`src/hdl/plk_pkg.sv`:
```
// ----------------------------------------------------------------------------
// plk_pkg
// Shared types and constants of the piecewise linear lookup.
// ----------------------------------------------------------------------------
package plk_pkg;

    localparam int MAX_POINTS = 256;
    localparam int IDX_W      = $clog2(MAX_POINTS);
    localparam int CNT_W      = $clog2(MAX_POINTS + 1);
    localparam int COORD_W    = 16;
    localparam int NUM_W      = 2 * COORD_W + 2;
    localparam int STEP_W     = $clog2(NUM_W + 1);

    localparam logic CMD_WRITE = 1'b0;
    localparam logic CMD_QUERY = 1'b1;

    localparam logic [2:0] ADDR_POINT_COUNT = 3'd0;

    typedef enum logic [2:0] {
        S_IDLE,
        S_SCAN,
        S_MUL,
        S_SUM,
        S_DIV
    } t_state;

    // Point write broadcast to every cell.
    typedef struct packed {
        logic                      en;
        logic [IDX_W-1:0]          idx;
        logic signed [COORD_W-1:0] x;
        logic signed [COORD_W-1:0] y;
    } t_wr;

    // Query token handed from cell to cell.
    typedef struct packed {
        logic                      valid;
        logic signed [COORD_W-1:0] qx;
        logic signed [COORD_W-1:0] px;
        logic signed [COORD_W-1:0] py;
        logic                      done;
        logic                      interp;
        logic signed [COORD_W-1:0] ey;
        logic signed [COORD_W-1:0] x1;
        logic signed [COORD_W-1:0] y1;
        logic signed [COORD_W-1:0] x2;
        logic signed [COORD_W-1:0] y2;
    } t_tok;

endpackage

```
`src/hdl/plk_cell.sv`:
```
// ----------------------------------------------------------------------------
// plk_cell
// Holds one table point and tests the segment from the previous point.
// ----------------------------------------------------------------------------
module plk_cell (
    input  logic                         i_clk,
    input  logic                         i_rst_n,
    input  logic [plk_pkg::IDX_W-1:0]    i_idx,
    input  logic [plk_pkg::CNT_W-1:0]    i_n,
    input  plk_pkg::t_wr                 i_wr,
    input  plk_pkg::t_tok                i_tok,
    output plk_pkg::t_tok                o_tok
);

    logic signed [plk_pkg::COORD_W-1:0] r_x;
    logic signed [plk_pkg::COORD_W-1:0] r_y;
    plk_pkg::t_tok r_tok;
    plk_pkg::t_tok n_tok;
    logic          seg;

    always_ff @(posedge i_clk) begin
        if (i_wr.en && i_wr.idx == i_idx) begin
            r_x <= i_wr.x;
            r_y <= i_wr.y;
        end
    end

    // Segment from point idx-1 to point idx exists when idx is below the count.
    assign seg = i_tok.valid && !i_tok.done && (i_idx != '0)
                 && ({1'b0, i_idx} < i_n);

    always_comb begin
        n_tok    = i_tok;
        n_tok.px = r_x;
        n_tok.py = r_y;
        if (seg) begin
            if (i_tok.qx > i_tok.px && i_tok.qx < r_x) begin
                n_tok.done   = 1'b1;
                n_tok.interp = 1'b1;
                n_tok.x1     = i_tok.px;
                n_tok.y1     = i_tok.py;
                n_tok.x2     = r_x;
                n_tok.y2     = r_y;
            end else if (i_tok.qx == i_tok.px) begin
                n_tok.done = 1'b1;
                n_tok.ey   = i_tok.py;
            end else if (i_tok.qx == r_x) begin
                n_tok.done = 1'b1;
                n_tok.ey   = r_y;
            end
        end
    end

    always_ff @(posedge i_clk) begin
        if (!i_rst_n) begin
            r_tok.valid <= 1'b0;
        end else begin
            r_tok.valid <= n_tok.valid;
        end
        r_tok.qx     <= n_tok.qx;
        r_tok.px     <= n_tok.px;
        r_tok.py     <= n_tok.py;
        r_tok.done   <= n_tok.done;
        r_tok.interp <= n_tok.interp;
        r_tok.ey     <= n_tok.ey;
        r_tok.x1     <= n_tok.x1;
        r_tok.y1     <= n_tok.y1;
        r_tok.x2     <= n_tok.x2;
        r_tok.y2     <= n_tok.y2;
    end

    assign o_tok = r_tok;

endmodule

```
`config.mk`:
```
export PLATFORM = sky130hd
export DESIGN_NAME = plk_cell
export DESIGN_NICKNAME = d
export VERILOG_FILES = /design/src/hdl/plk_pkg.sv /design/src/hdl/plk_cell.sv
export SDC_FILE = /design/constraint.sdc
export NUM_CORES = 1
export LEC_CHECK = 0
export BUFFER_PORTS_ARGS = -buffer_cell sky130_fd_sc_hd__buf_2
export CORE_MARGIN = 4
export CORE_UTILIZATION = 40
export DETAILED_ROUTE_END_ITERATION = 10
export PLACE_DENSITY = 0.81
export SETUP_SLACK_MARGIN = 0.15
export SYNTH_ARGS = -nofsm -noshare
export SYNTH_HDL_FRONTEND = slang
export SYNTH_SLANG_ARGS = --single-unit
export TNS_END_PERCENT = 30
```
`constraint.sdc`:
```
create_clock -name i_clk -period 9.3 [get_ports i_clk]
set_input_delay 0 -clock i_clk [delete_from_list [all_inputs] [get_ports i_clk]]
set_output_delay 0 -clock i_clk [all_outputs]
set_load 0.02 [all_outputs]
```
### Word level (Yosys, flattened, before mapping)

Cells that the tools add are included.

* order comparisons: 3
* equality and inequality tests: 3
* reduce and logical (&&, ||, !) cells: 7
* shifts and indexed selects: 0
* multiplexer cells: 9
* multiply operators: 0
* bitwise logic cells: 0
* divide/modulo/power cells: 0
* add/subtract/negate cells: 0

Operators with widths (number)
* $mux W82: 1
* $mux W64: 1
* $mux W16: 3
* $eq A16 B16 Y1: 2
* $gt A16 B16 Y1: 1
* $lt A16 B16 Y1: 1
* $lt A8 B9 Y1: 1
* $eq A8 B8 Y1: 1
* $reduce_bool A8 Y1: 1
* $logic_and A1 B1 Y1: 5
* $mux W1: 4
* $logic_not A1 Y1: 1

* latch bits: 0
* bits in read-only memories: 0
* memories kept: 0
* output and inout bits: 131
* register bits after elaboration: 163
* word-level logic and storage cells: 35
* RAM bits: 0

### Depth between registers and ports, before layout

* depth in word-level cells: 5
* mapped depth: 11

### Least setup slack after synthesis

OpenSTA, ideal clock, no wires.

* path kind: in2reg
* start: input i_idx[4] (netlist bit)
* end: register r_x[0] (netlist bit) (enable)
* data arrival time: 3.567 ns
* stages on the path: 4
* path buffers: 0
* path slack: 5.232 ns
* required time: 8.799 ns
* path through: xor2_1 > nor4_1 > nand3_1 > nor4_1

* word-level cells in the longest chain between the ends: 2

RTL lines
* start, declared: RTL line plk_cell.sv:8 `input logic [plk_pkg::IDX_W-1:0] i_idx,`
* $eq A8 B8 Y1: RTL line plk_cell.sv:22 `if (i_wr.en && i_wr.idx == i_idx) begin`
* $logic_and A1 B1 Y1: RTL line plk_cell.sv:22
* end signal, assigned: RTL line plk_cell.sv:23 `r_x <= i_wr.x;`
* end, declared: RTL line plk_cell.sv:15 `logic signed [plk_pkg::COORD_W-1:0] r_x;`

No other way between the ends.
A chain may end at the register's enable or synchronous reset.

==> impl_metrics.csv <==
group,metric,value,unit
critical_path,max_stage_delay,740,ps
detailed_routing,drt_iter0_markers,272,
critical_path,crit_path_end,"o_tok[35]",
detailed_routing,viasPerCell,5.03,
critical_path,cp_max_fo,35,
detailed_routing,met2WireLength,12.8,mm
detailed_routing,highest_layer,"met4",
clocking,htree_levels,4,
critical_path,arrival,5360,ps
critical_path,startpoint,"r_x[15]",
die,ios,322,
yosys,synth-edff-count,32,
critical_path,critPathLaunchType,"flop",
clocking,postCtsSetupBuffers,0,
yosys,synth_top_family_by_area,"multiplexers",
critical_path,cpMaxStageDelayCell,"a211o_1",
yosys,ys_warn_count,0,
clocking,cts-root-buf,"clkbuf_16",
cells_and_area,drive_above_1_share,40.6,%
global_routing,overflow,0,
yosys,avgSynthCellArea,12.1,um^2
yosys,ys_ff_latch,163,
timing,period_needed,5050,ps
critical_path,path_buf_inv,3,
pwr,seq_power_share,44.2,%
timing,fin_crit_sh,54.3,%
hold_path,hold_class,"input pin to flop",
yosys,synthCells,502,
pwr,ir_drop,0.000152,V
clocking,path_clk_slew,70,ps
flow_run,maxCapViolations,0,
global_routing,grt_pass1_wl,37.5,mm
pwr,p_int,0.00127,W
die,coreArea,14700,um^2
detailed_routing,wl,24.6,mm
critical_path,crit_chain,"inv_1 -> ha_1 -> nand4_1 -> a2111oi_1 -> or4_1 -> a211o_1 -> or2_2 -> buf_4 -> mux2_4 -> dlygate4sd3_1",
timing,slew_viol_final,0,
yosys,async_flop_share,0,%
global_routing,grt_max_degree,36,
die,num_rows,44,
critical_path,reg2reg_slack,4250,ps
yosys,synth_fa_ha_area_share,8.02,%
global_routing,grt_pass1_vias,6774,
timing,grt_setup_unrepaired,"false",
pwr,pwr_density_cell,169,nW/um^2
cells_and_area,layout_common_cells,"buf_2, dlygate4sd3_1, dfxtp_1",
clocking,max-clock-path-buffers,2,
critical_path,r2r_end,"o_tok[35]",
timing,fin_setup_tns,0,ps
timing,skew,18.2,ps
global_routing,antenna_found_initial,5,
critical_path,crit_cells,10,
global_routing,grt_use_total,28.0,%
yosys,synth_compound_area_share,10.2,%
yosys,muxShareOfSynthArea,13.1,%
clocking,cts_resized,0,
clocking,clkLatencyLatePin,430,ps
detailed_routing,vias,6069,
critical_path,rr_startpoint,"r_x[15]",
outcome,outcome,"completed",
die,initial_utilization,41.4,%
yosys,ys_seq_area_share,58.9,%
cells_and_area,final_common_cell,"buf_2",
die,die_h,131,um
pwr,p_sw_share,26.3,%
critical_path,critPathCaptureType,"flop",
timing,finalSetupViolCount,0,
yosys,ys_types,38,
detailed_routing,ant_nets,0,
placed_design,globalplace.congestion,0.845,
pwr,finalPower,0.00173,W
yosys,syn_area,6080,um^2
detailed_routing,drc,0,
critical_path,reg2reg_depth,10,
clocking,tritoncts,"built",
die,die-area,17200,um^2
clocking,cts_hold_buf,176,
timing,worst_pin_slew,931,ps
critical_path,worstPathRequired,9600,ps
timing,fmax,198,MHz
yosys,synth-main-ff-cell,"dfxtp_1",
yosys,synth_top_area_share,43.1,%
cells_and_area,fill_cells,979,
clocking,cts.sinks,163,
yosys,synthXorXnorAreaFrac,1.15,%
clocking,numCtsBuffers,17,
pwr,p_leak,4.86,nW
yosys,synth_area_leaders,"dfxtp_1, edfxtp_1, ha_1",
timing,hold_violations,0,
placed_design,port_buffers,321,
detailed_routing,drt_pass1_iterations,4,
cells_and_area,syn_to_final_growth,68.1,%
pwr,p_comb_share,16.3,%
yosys,synthSimpleGateAreaFrac,4.51,%
detailed_routing,met3WireLength,1.55,mm
detailed_routing,m1WireLength,8.78,mm
critical_path,crit_type,"flop to flop",
cells_and_area,nets,1234,
yosys,synth_nets,732,
timing,slew_headroom,37.9,%
pwr,power.share.clock,39.6,%
detailed_routing,wire_per_inst,20.4,um
yosys,synth_top_area_cell,"dfxtp_1",
pwr,p_switching,0.000454,W
placed_design,dp_hpwl,14.6,mm
die,fp.dieW,131,um
critical_path,path_delay_family,"compound AO/OA/AOI/OAI gates",
worst min-delay path by stage:
stage / startpoint / to / cells past startpoint / slack (ps)
5_1_grt: i_tok[94] / o_tok[76] / 4 / 60
6_report: i_tok[94] / o_tok[76] / 4 / 50
4_1_cts: i_tok[96] / o_tok[78] / 4 / 2
3_5_place_dp: i_tok[114] / o_tok[114] / 1 / 160
3_3_place_gp: i_tok[114] / o_tok[114] / 1 / 160
2_1_floorplan: i_tok[114] / o_tok[114] / 0 / 30
synth_stat cells, drive strengths merged (2+ instances only):
cell     number
nand3         3
buf           6
mux2         50
nand4         8
and2          2
nor4          6
nand2         8
o21ai        63
nand2b        3
a21oi        30
dfxtp       131
clkbuf       13
inv          41
mux2i        16
ha           39
xor2          7
nor2         19
a2111oi       3
nor2b         3
edfxtp       32
a21o          6
sequential cells by signal, summed over array words and instances, names as in the netlist:
signal,flops
r_x,16
o_tok,131
r_y,16
cell type report:
type | count | area [um^2] | area share [%]
Sequential cell | 163 | 3580 | 35.1
Multi-Input combinational cell | 279 | 2260 | 22.2
Timing Repair Buffer | 502 | 3410 | 33.3
Clock buffer | 21 | 482 | 4.71
Tap cell | 184 | 230 | 2.25
Antenna cell | 5 | 12.5 | 0.122
Clock inverter | 11 | 90.1 | 0.881
Inverter | 41 | 154 | 1.51
routing by layer:
layer,track usage [%],vias up
met4,17.1,0
li1,-,2779
met2,51.0,320
met3,7.49,107
met1,28.6,2863
met5,0,-
worst min-delay path: stages:
cell and delay [ps]:
buf_2 110, nor2_1 50, a21oi_1 110, mux2_2 170
per-stage QoR:
step	cells	utilization, %	hold WS (ps)	setup WS [ps]	instance area (um^2)
final	1206	69.5	52.6	4250	10200
after global routing	1206	69.5	63.9	3980	10200
after CTS	1201	69.5	1.51	4340	10200
after detailed placement	993	53.6	158	4880	7880
after global placement	993	53.6	157	5020	7880
after floorplan	502	-	27.7	5230	6080
power by group through the flow:
stage          Combinational (W)  Sequential [W]  Clock, W
6_report                0.000281        0.000762  0.000683
3_5_place_dp            0.000204        0.000775         0
5_1_grt                 0.000299        0.000764  0.000718
2_1_floorplan          0.0000663        0.000815         0
3_3_place_gp            0.000200        0.000774         0
4_1_cts                 0.000269        0.000759  0.000680
logic make-up after synthesis:
kind of cell,after synthesis
DFF,163
AOI/OAI and AO/OA,111
muxes,66
buffers and inverters,60
and+or+nand+nor,55
adders and majority gates,39
xor gates and xnor gates,8
No activity file was read; power rests on OpenSTA's default activity.
