**src/hdl/plk_pkg.sv**
```systemverilog
// ----------------------------------------------------------------------------
// plk_pkg
// Shared types and constants of the piecewise linear lookup.
// ----------------------------------------------------------------------------
package plk_pkg;

    localparam int MAX_POINTS = 256;
    localparam int IDX_W      = $clog2(MAX_POINTS);
    localparam int CNT_W      = $clog2(MAX_POINTS + 1);
    localparam int COORD_W    = 16;
    localparam int NUM_W      = 2 * COORD_W + 2;
    localparam int STEP_W     = $clog2(NUM_W + 1);

    localparam logic CMD_WRITE = 1'b0;
    localparam logic CMD_QUERY = 1'b1;

    localparam logic [2:0] ADDR_POINT_COUNT = 3'd0;

    typedef enum logic [2:0] {
        S_IDLE,
        S_SCAN,
        S_MUL,
        S_SUM,
        S_DIV
    } t_state;

    // Point write broadcast to every cell.
    typedef struct packed {
        logic                      en;
        logic [IDX_W-1:0]          idx;
        logic signed [COORD_W-1:0] x;
        logic signed [COORD_W-1:0] y;
    } t_wr;

    // Query token handed from cell to cell.
    typedef struct packed {
        logic                      valid;
        logic signed [COORD_W-1:0] qx;
        logic signed [COORD_W-1:0] px;
        logic signed [COORD_W-1:0] py;
        logic                      done;
        logic                      interp;
        logic signed [COORD_W-1:0] ey;
        logic signed [COORD_W-1:0] x1;
        logic signed [COORD_W-1:0] y1;
        logic signed [COORD_W-1:0] x2;
        logic signed [COORD_W-1:0] y2;
    } t_tok;

endpackage

```
**src/hdl/plk_div.sv**
```systemverilog
// ----------------------------------------------------------------------------
// plk_div
// Restoring unsigned divider, one quotient bit per cycle.
// ----------------------------------------------------------------------------
module plk_div (
    input  logic                          i_clk,
    input  logic                          i_rst_n,
    input  logic                          i_start,
    input  logic [plk_pkg::NUM_W-1:0]     i_num,
    input  logic [plk_pkg::COORD_W-1:0]   i_den,
    output logic                          o_busy,
    output logic                          o_done,
    output logic [plk_pkg::NUM_W-1:0]     o_quo
);

    logic                          r_busy;
    logic                          r_done;
    logic [plk_pkg::STEP_W-1:0]    r_cnt;
    logic [plk_pkg::COORD_W-1:0]   r_rem;
    logic [plk_pkg::NUM_W-1:0]     r_quo;
    logic [plk_pkg::COORD_W-1:0]   r_den;
    logic [plk_pkg::COORD_W:0]     trial;
    logic                          take;

    assign trial = {r_rem, r_quo[plk_pkg::NUM_W-1]};
    assign take  = trial >= {1'b0, r_den};

    always_ff @(posedge i_clk) begin
        if (!i_rst_n) begin
            r_busy <= 1'b0;
            r_done <= 1'b0;
            r_cnt  <= '0;
        end else begin
            r_done <= 1'b0;
            if (i_start) begin
                r_busy <= 1'b1;
                r_cnt  <= '0;
            end else if (r_busy) begin
                r_cnt <= r_cnt + 1'b1;
                if (r_cnt == plk_pkg::STEP_W'(plk_pkg::NUM_W - 1)) begin
                    r_busy <= 1'b0;
                    r_done <= 1'b1;
                end
            end
        end
    end

    always_ff @(posedge i_clk) begin
        if (i_start) begin
            r_rem <= '0;
            r_quo <= i_num;
            r_den <= i_den;
        end else if (r_busy) begin
            r_rem <= take ? plk_pkg::COORD_W'(trial - {1'b0, r_den})
                          : trial[plk_pkg::COORD_W-1:0];
            r_quo <= {r_quo[plk_pkg::NUM_W-2:0], take};
        end
    end

    assign o_busy = r_busy;
    assign o_done = r_done;
    assign o_quo  = r_quo;

endmodule

```
**config.mk**
```make
export PLATFORM = sky130hd
export DESIGN_NAME = plk_div
export DESIGN_NICKNAME = d
export VERILOG_FILES = /design/src/hdl/plk_pkg.sv /design/src/hdl/plk_div.sv
export SDC_FILE = /design/constraint.sdc
export NUM_CORES = 1
export LEC_CHECK = 0
export ABC_AREA = 1
export BUFFER_PORTS_ARGS = -buffer_cell sky130_fd_sc_hd__buf_2
export CAP_MARGIN = 25
export CORE_MARGIN = 4
export CORE_UTILIZATION = 55
export DETAILED_ROUTE_END_ITERATION = 16
export GPL_ROUTABILITY_DRIVEN = 0
export PLACE_DENSITY = 0.8
export SLEW_MARGIN = 20
export SYNTH_ARGS = -nofsm -noshare
export SYNTH_HDL_FRONTEND = slang
export SYNTH_SLANG_ARGS = --single-unit
```
**constraint.sdc**
```tcl
create_clock -name i_clk -period 2.21 [get_ports i_clk]
set_input_delay 0.221 -clock i_clk [delete_from_list [all_inputs] [get_ports i_clk]]
set_output_delay 0.221 -clock i_clk [all_outputs]
set_load 0.005 [all_outputs]
```
---- Word level (Yosys, flattened, before mapping) ----
Cells that the tools add are included.
word-level totals
  bits in registers ....................... 74
operators by class
  $add $sub $neg .......................... 2
  order comparisons ....................... 1
  equality and inequality tests ........... 1
  multiplexer cells ....................... 7
  bitwise operators ....................... 2
  reductions and logical operators ........ 3
operator list
  kind                                          number
  2-to-1 mux 34 bit                             2
  greater-or-equal comparator 17 x 16 -> 1 bit  1
  2-to-1 mux 16 bit                             1
  subtractor 16 bit                             1
  adder 6 x 1 -> 6 bit (second input constant)  1
  == test 6 bit (second input constant)         1
  2-to-1 mux 1 bit                              4
  OR reduction 3 bit                            1
  NOT 1 bit                                     2
  nonzero test 2 bit                            1
  OR reduction 2 bit                            1

---- Logic depth before layout (Yosys ltp) ----
  word-level depth ........................ 4
  gate-level depth with buffers ........... 15
  mapped depth without buffers ............ 14

---- Worst setup path after synthesis ----
Ideal clock, no wire load.
  path kind ............................... reg2reg
  from .................................... reg r_quo, in the netlist o_quo[33]
  to ...................................... reg r_rem[8] in the netlist's numbering
  setup time .............................. 0.113 ns
  arrival time ............................ 1.640 ns
  required time ........................... 2.097 ns
  path slack .............................. 0.457 ns
  cell stages (with the launch flop) ...... 12
  path buffers ............................ 0
  period minus slack after synthesis ...... 1.753 ns
  cells stage by stage .................... edfxtp_1 -> inv_1 -> ha_1 -> fa_1 -> o21bai_1 -> nand2_1 -> nand3_1 -> nand2_1 -> nand2_1 -> nand2_1 -> nand3_1 -> nand2_1
between the ends
  longest elaborated chain between the ends .. 2
  elaborated cells on any way between the ends .. 3
  those cells by class .................... 1 x add/sub; 1 x order compare; 1 x mux
ends and longest elaborated chain
  what                                                                               line                          text
  from (decl)                                                                        plk_div.sv:20                 logic [plk_pkg::NUM_W-1:0] r_quo;
  from (signal assigned)                                                             plk_div.sv:51                 r_quo <= i_num;
  from (signal assigned)                                                             plk_div.sv:56                 r_quo <= {r_quo[plk_pkg::NUM_W-2:0], take};
  subtractor 16 bit or greater-or-equal comparator 17 x 16 -> 1 bit (tied branches)  plk_div.sv:54, plk_div.sv:26
  2-to-1 mux 16 bit (*)                                                              plk_div.sv:54                 r_rem <= take ? plk_pkg::COORD_W'(trial - {1'b0, r_den})
  to (signal assigned)                                                               plk_div.sv:54
  to (decl)                                                                          plk_div.sv:19                 logic [plk_pkg::COORD_W-1:0] r_rem;
Mark *: on every way between the ends. The rest lies on a longest branch, timed or not.
A chain may end at the register's enable or synchronous reset.

---- Worst setup path after layout ----
  from .................................... reg r_quo, in the netlist o_quo[33]
  to ...................................... reg r_rem[14] in the netlist's numbering
The elaborated chain is that of the path after synthesis.

==> key figures <==
Run status
  • Status: complete, no violations

STA
  • Final worst slack: 0.191 ns
  • Count of pins over their slew limit: 0
  • Final setup fails: 0
  • Max Freq: 0.495 GHz
  • RSZ-0062 raised after global routing: false
  • Final period util: 91.4%
  • Final Skew: 0.00975 ns
  • Final Hold Viols: 0
  • Worst-Margin Slew: 0.426 ns
  • Relative slew slack: 71.6%
  • Setup TNS Final: 0 ns
  • Tmin final: 2.02 ns

Hold path
  • WHS Endpoint: r_den[7]
  • HP Class: primary input to register
  • HP Start: i_den[7]
  • WHS Path Cells: 1

Critical path
  • Crit end category: register
  • Critical path buffer and inverter count: 2
  • R2R setup slack: 0.19 ns
  • Max FO, Critical Path: 3
  • Crit-path slowest cell: fa_1
  • Setup CP Type: register to register
  • Reg-to-reg startpoint: o_quo[33]
  • Crit path max-delay family: simple AND/OR/NAND/NOR gates
  • CP arrival: 2.26 ns
  • R2R depth: 13
  • Reg2Reg Capture Point: r_rem[14]
  • Critical Path, Cell by Cell: inv_1, ha_1, fa_1, inv_1, nand4_1, nand2_1, nand2_1, nand2_1, nand2_1, nand2_1, nand2_2, nand3_2, nand2_1
  • CP max stage delay: 0.45 ns
  • Most frequent cell on the critical path: nand2_1
  • Critical path required time: 2.45 ns
  • Setup crit start kind: register

Layout
  • Proportion of layout cells with a drive suffix above 1: 23.5%
  • Most frequent cells in the layout: nand2_1, buf_2, inv_1, edfxtp_1, nand3_1
  • Utilization after layout: 67.4%
  • Commonest non-fill, non-tap cell in the layout: nand2_1
  • Antenna diodes: 0
  • Nets: 693
  • Area growth syn-to-layout: 17.2%

Global routing
  • Largest net degree at the start of global routing: 37
  • Initial antenna violation count: 0
  • Number of global-route vias before repair: 3682
  • Total gr overflow: 0
  • First-pass GRT wire length: 16600 µm
  • Total GRT Usage: 23.4%

Die
  • I/O pins: 89
  • Die Wd: 95.8 µm
  • Starting Density: 57.5%
  • Die height: 95.8 µm
  • Area of the die: 9170 µm²
  • Rows: 31
  • Core area: 7370 µm²

Flow run
  • Max Cap Viol: 0

Synth
  • Post-Synthesis Cells: 528
  • Synth Register Bits: 74
  • Yosys warns: 0
  • Register area share after synthesis: 46.8%
  • Post-synthesis cell type count: 37
  • Syn Nets: 600
  • Mapped cell area: 4240 µm²
  • Syn Area/Cell: 8.03 µm²

CTS
  • Inserted Clock Buffers: 9
  • CTS tree: yes
  • Clock Latency Late Sink: 0.35 ns
  • Root buffer cell: clkbuf_8
  • Post-CTS Hold Buffers: 0
  • Max H-tree Level: 3
  • Clock slew seen by the registers of the worst setup and hold paths: 0.08 ns
  • CTS Buffer Depth: 2
  • CTS Sinks: 74

Placement
  • Setup WS pre-CTS: 0.225 ns
  • Final HPWL DP: 7510 µm
  • Port Buffer Count: 88

Drt
  • First-pass detailed-route iteration total: 5
  • DRC: 0
  • ANT nets after route: 0
  • Vias/cell: 5.10
  • DR WL/cell: 13.7 µm
  • Final WL: 9940 µm
  • Via Count: 3699
  • Iter 0 DRT Violations: 231

Power
  • Worst VDD drop: 452 µV
  • PD cells: 628 nW/µm²
  • Leak: 2.64 nW
-- cells by family after synthesis --
group	after synthesis	synth area share [%]
compound gates	21	3.07
flops	74	46.8
simple gates	323	34.6
xor+xnor	6	1.24
buf+inv	85	8.53
fa+ha+maj	19	5.79
-- area by class of cell --
cell class              count  area (µm²)
inverters                  71         267
fillers                   599        2400
multi-input cells         369        1900
well taps                  99         124
flip-flops and latches     74        1980
clock buffers              12         145
clock inverters             4        51.3
repair buffers             96         500
-- state kept, by name, summed over array words and instances (netlist names) --
name,flops
r_cnt,6
r_den,16
o_busy,1
o_quo,34
o_done,1
r_rem,16
-- where the power goes --
| part | leakage, nW | switching, W | total (W) | internal (W) |
|---|---|---|---|---|
| combinational | 1.84 | 0.000263 | 0.000437 | 0.000174 |
| sequential | 0.700 | 0.0000485 | 0.00164 | 0.00159 |
| clock | 0.0966 | 0.000492 | 0.00105 | 0.000553 |
-- per-stage QoR --
step                      power (W)  hold WS [ns]  instance area [µm²]  std cells
after global placement      0.00209         0.397                 4770        709
after detailed placement    0.00210         0.399                 4770        709
after CTS                   0.00315        0.0320                 4960        725
after floorplan             0.00191         0.320                 4240        528
final                       0.00312        0.0465                 4970        725
after global routing        0.00328        0.0217                 4970        725
-- Yosys cell counts --
library cell,number,area (µm²)
a21oi_1,12,60.1
a21oi_2,1,8.76
a21oi_4,1,16.3
a31oi_1,2,12.5
buf_1,1,3.75
buf_12,1,20.0
buf_2,3,15.0
buf_6,3,33.8
clkbuf_1,6,22.5
clkinv_1,1,3.75
dfxtp_1,24,480
edfxtp_1,50,1500
fa_1,1,20.0
ha_1,18,225
inv_1,66,248
inv_2,4,15.0
nand2_1,225,845
nand2_2,18,113
nand2_4,1,11.3
nand2_8,1,20.0
nand3_1,27,135
nand3_2,3,30.0
nand3b_1,17,128
nand3b_2,1,11.3
nand4_1,4,25.0
nor2_1,9,33.8
nor2_2,3,18.8
nor2_4,1,11.3
nor2_8,1,20.0
nor3_1,11,55.1
nor3_2,1,10.0
o211ai_1,1,7.51
o21a_1,1,7.51
o21ai_0,2,10.0
o21bai_1,1,7.51
xnor2_1,5,43.8
xor2_1,1,8.76
-- worst max-delay path by stage --
stage | start | end | cells past startpoint
finish | o_quo[33] | r_rem[14] | 13
detailed placement | o_quo[33] | r_rem[12] | 11
global route | o_quo[33] | r_rem[14] | 13
floorplan | o_quo[33] | r_rem[8] | 11
global placement | o_quo[33] | r_rem[12] | 11
CTS | o_quo[33] | r_rem[12] | 11
-- routing by layer --
layer | routed length (µm) | GRT usage (%) | share of wire [%]
met3 | 867 | 8.13 | 8.7
met1 | 4110 | 28.8 | 41
met4 | 147 | 8.06 | 1.5
met5 | 0 | 0 | 0
met2 | 4810 | 38.3 | 48
-- what timing repair did --
item	CTS	global route
buffers inserted	0	0
endpoints found under the setup margin	0	1
resized for setup	0	1
Note: power is estimated with default switching activity, not from simulation.
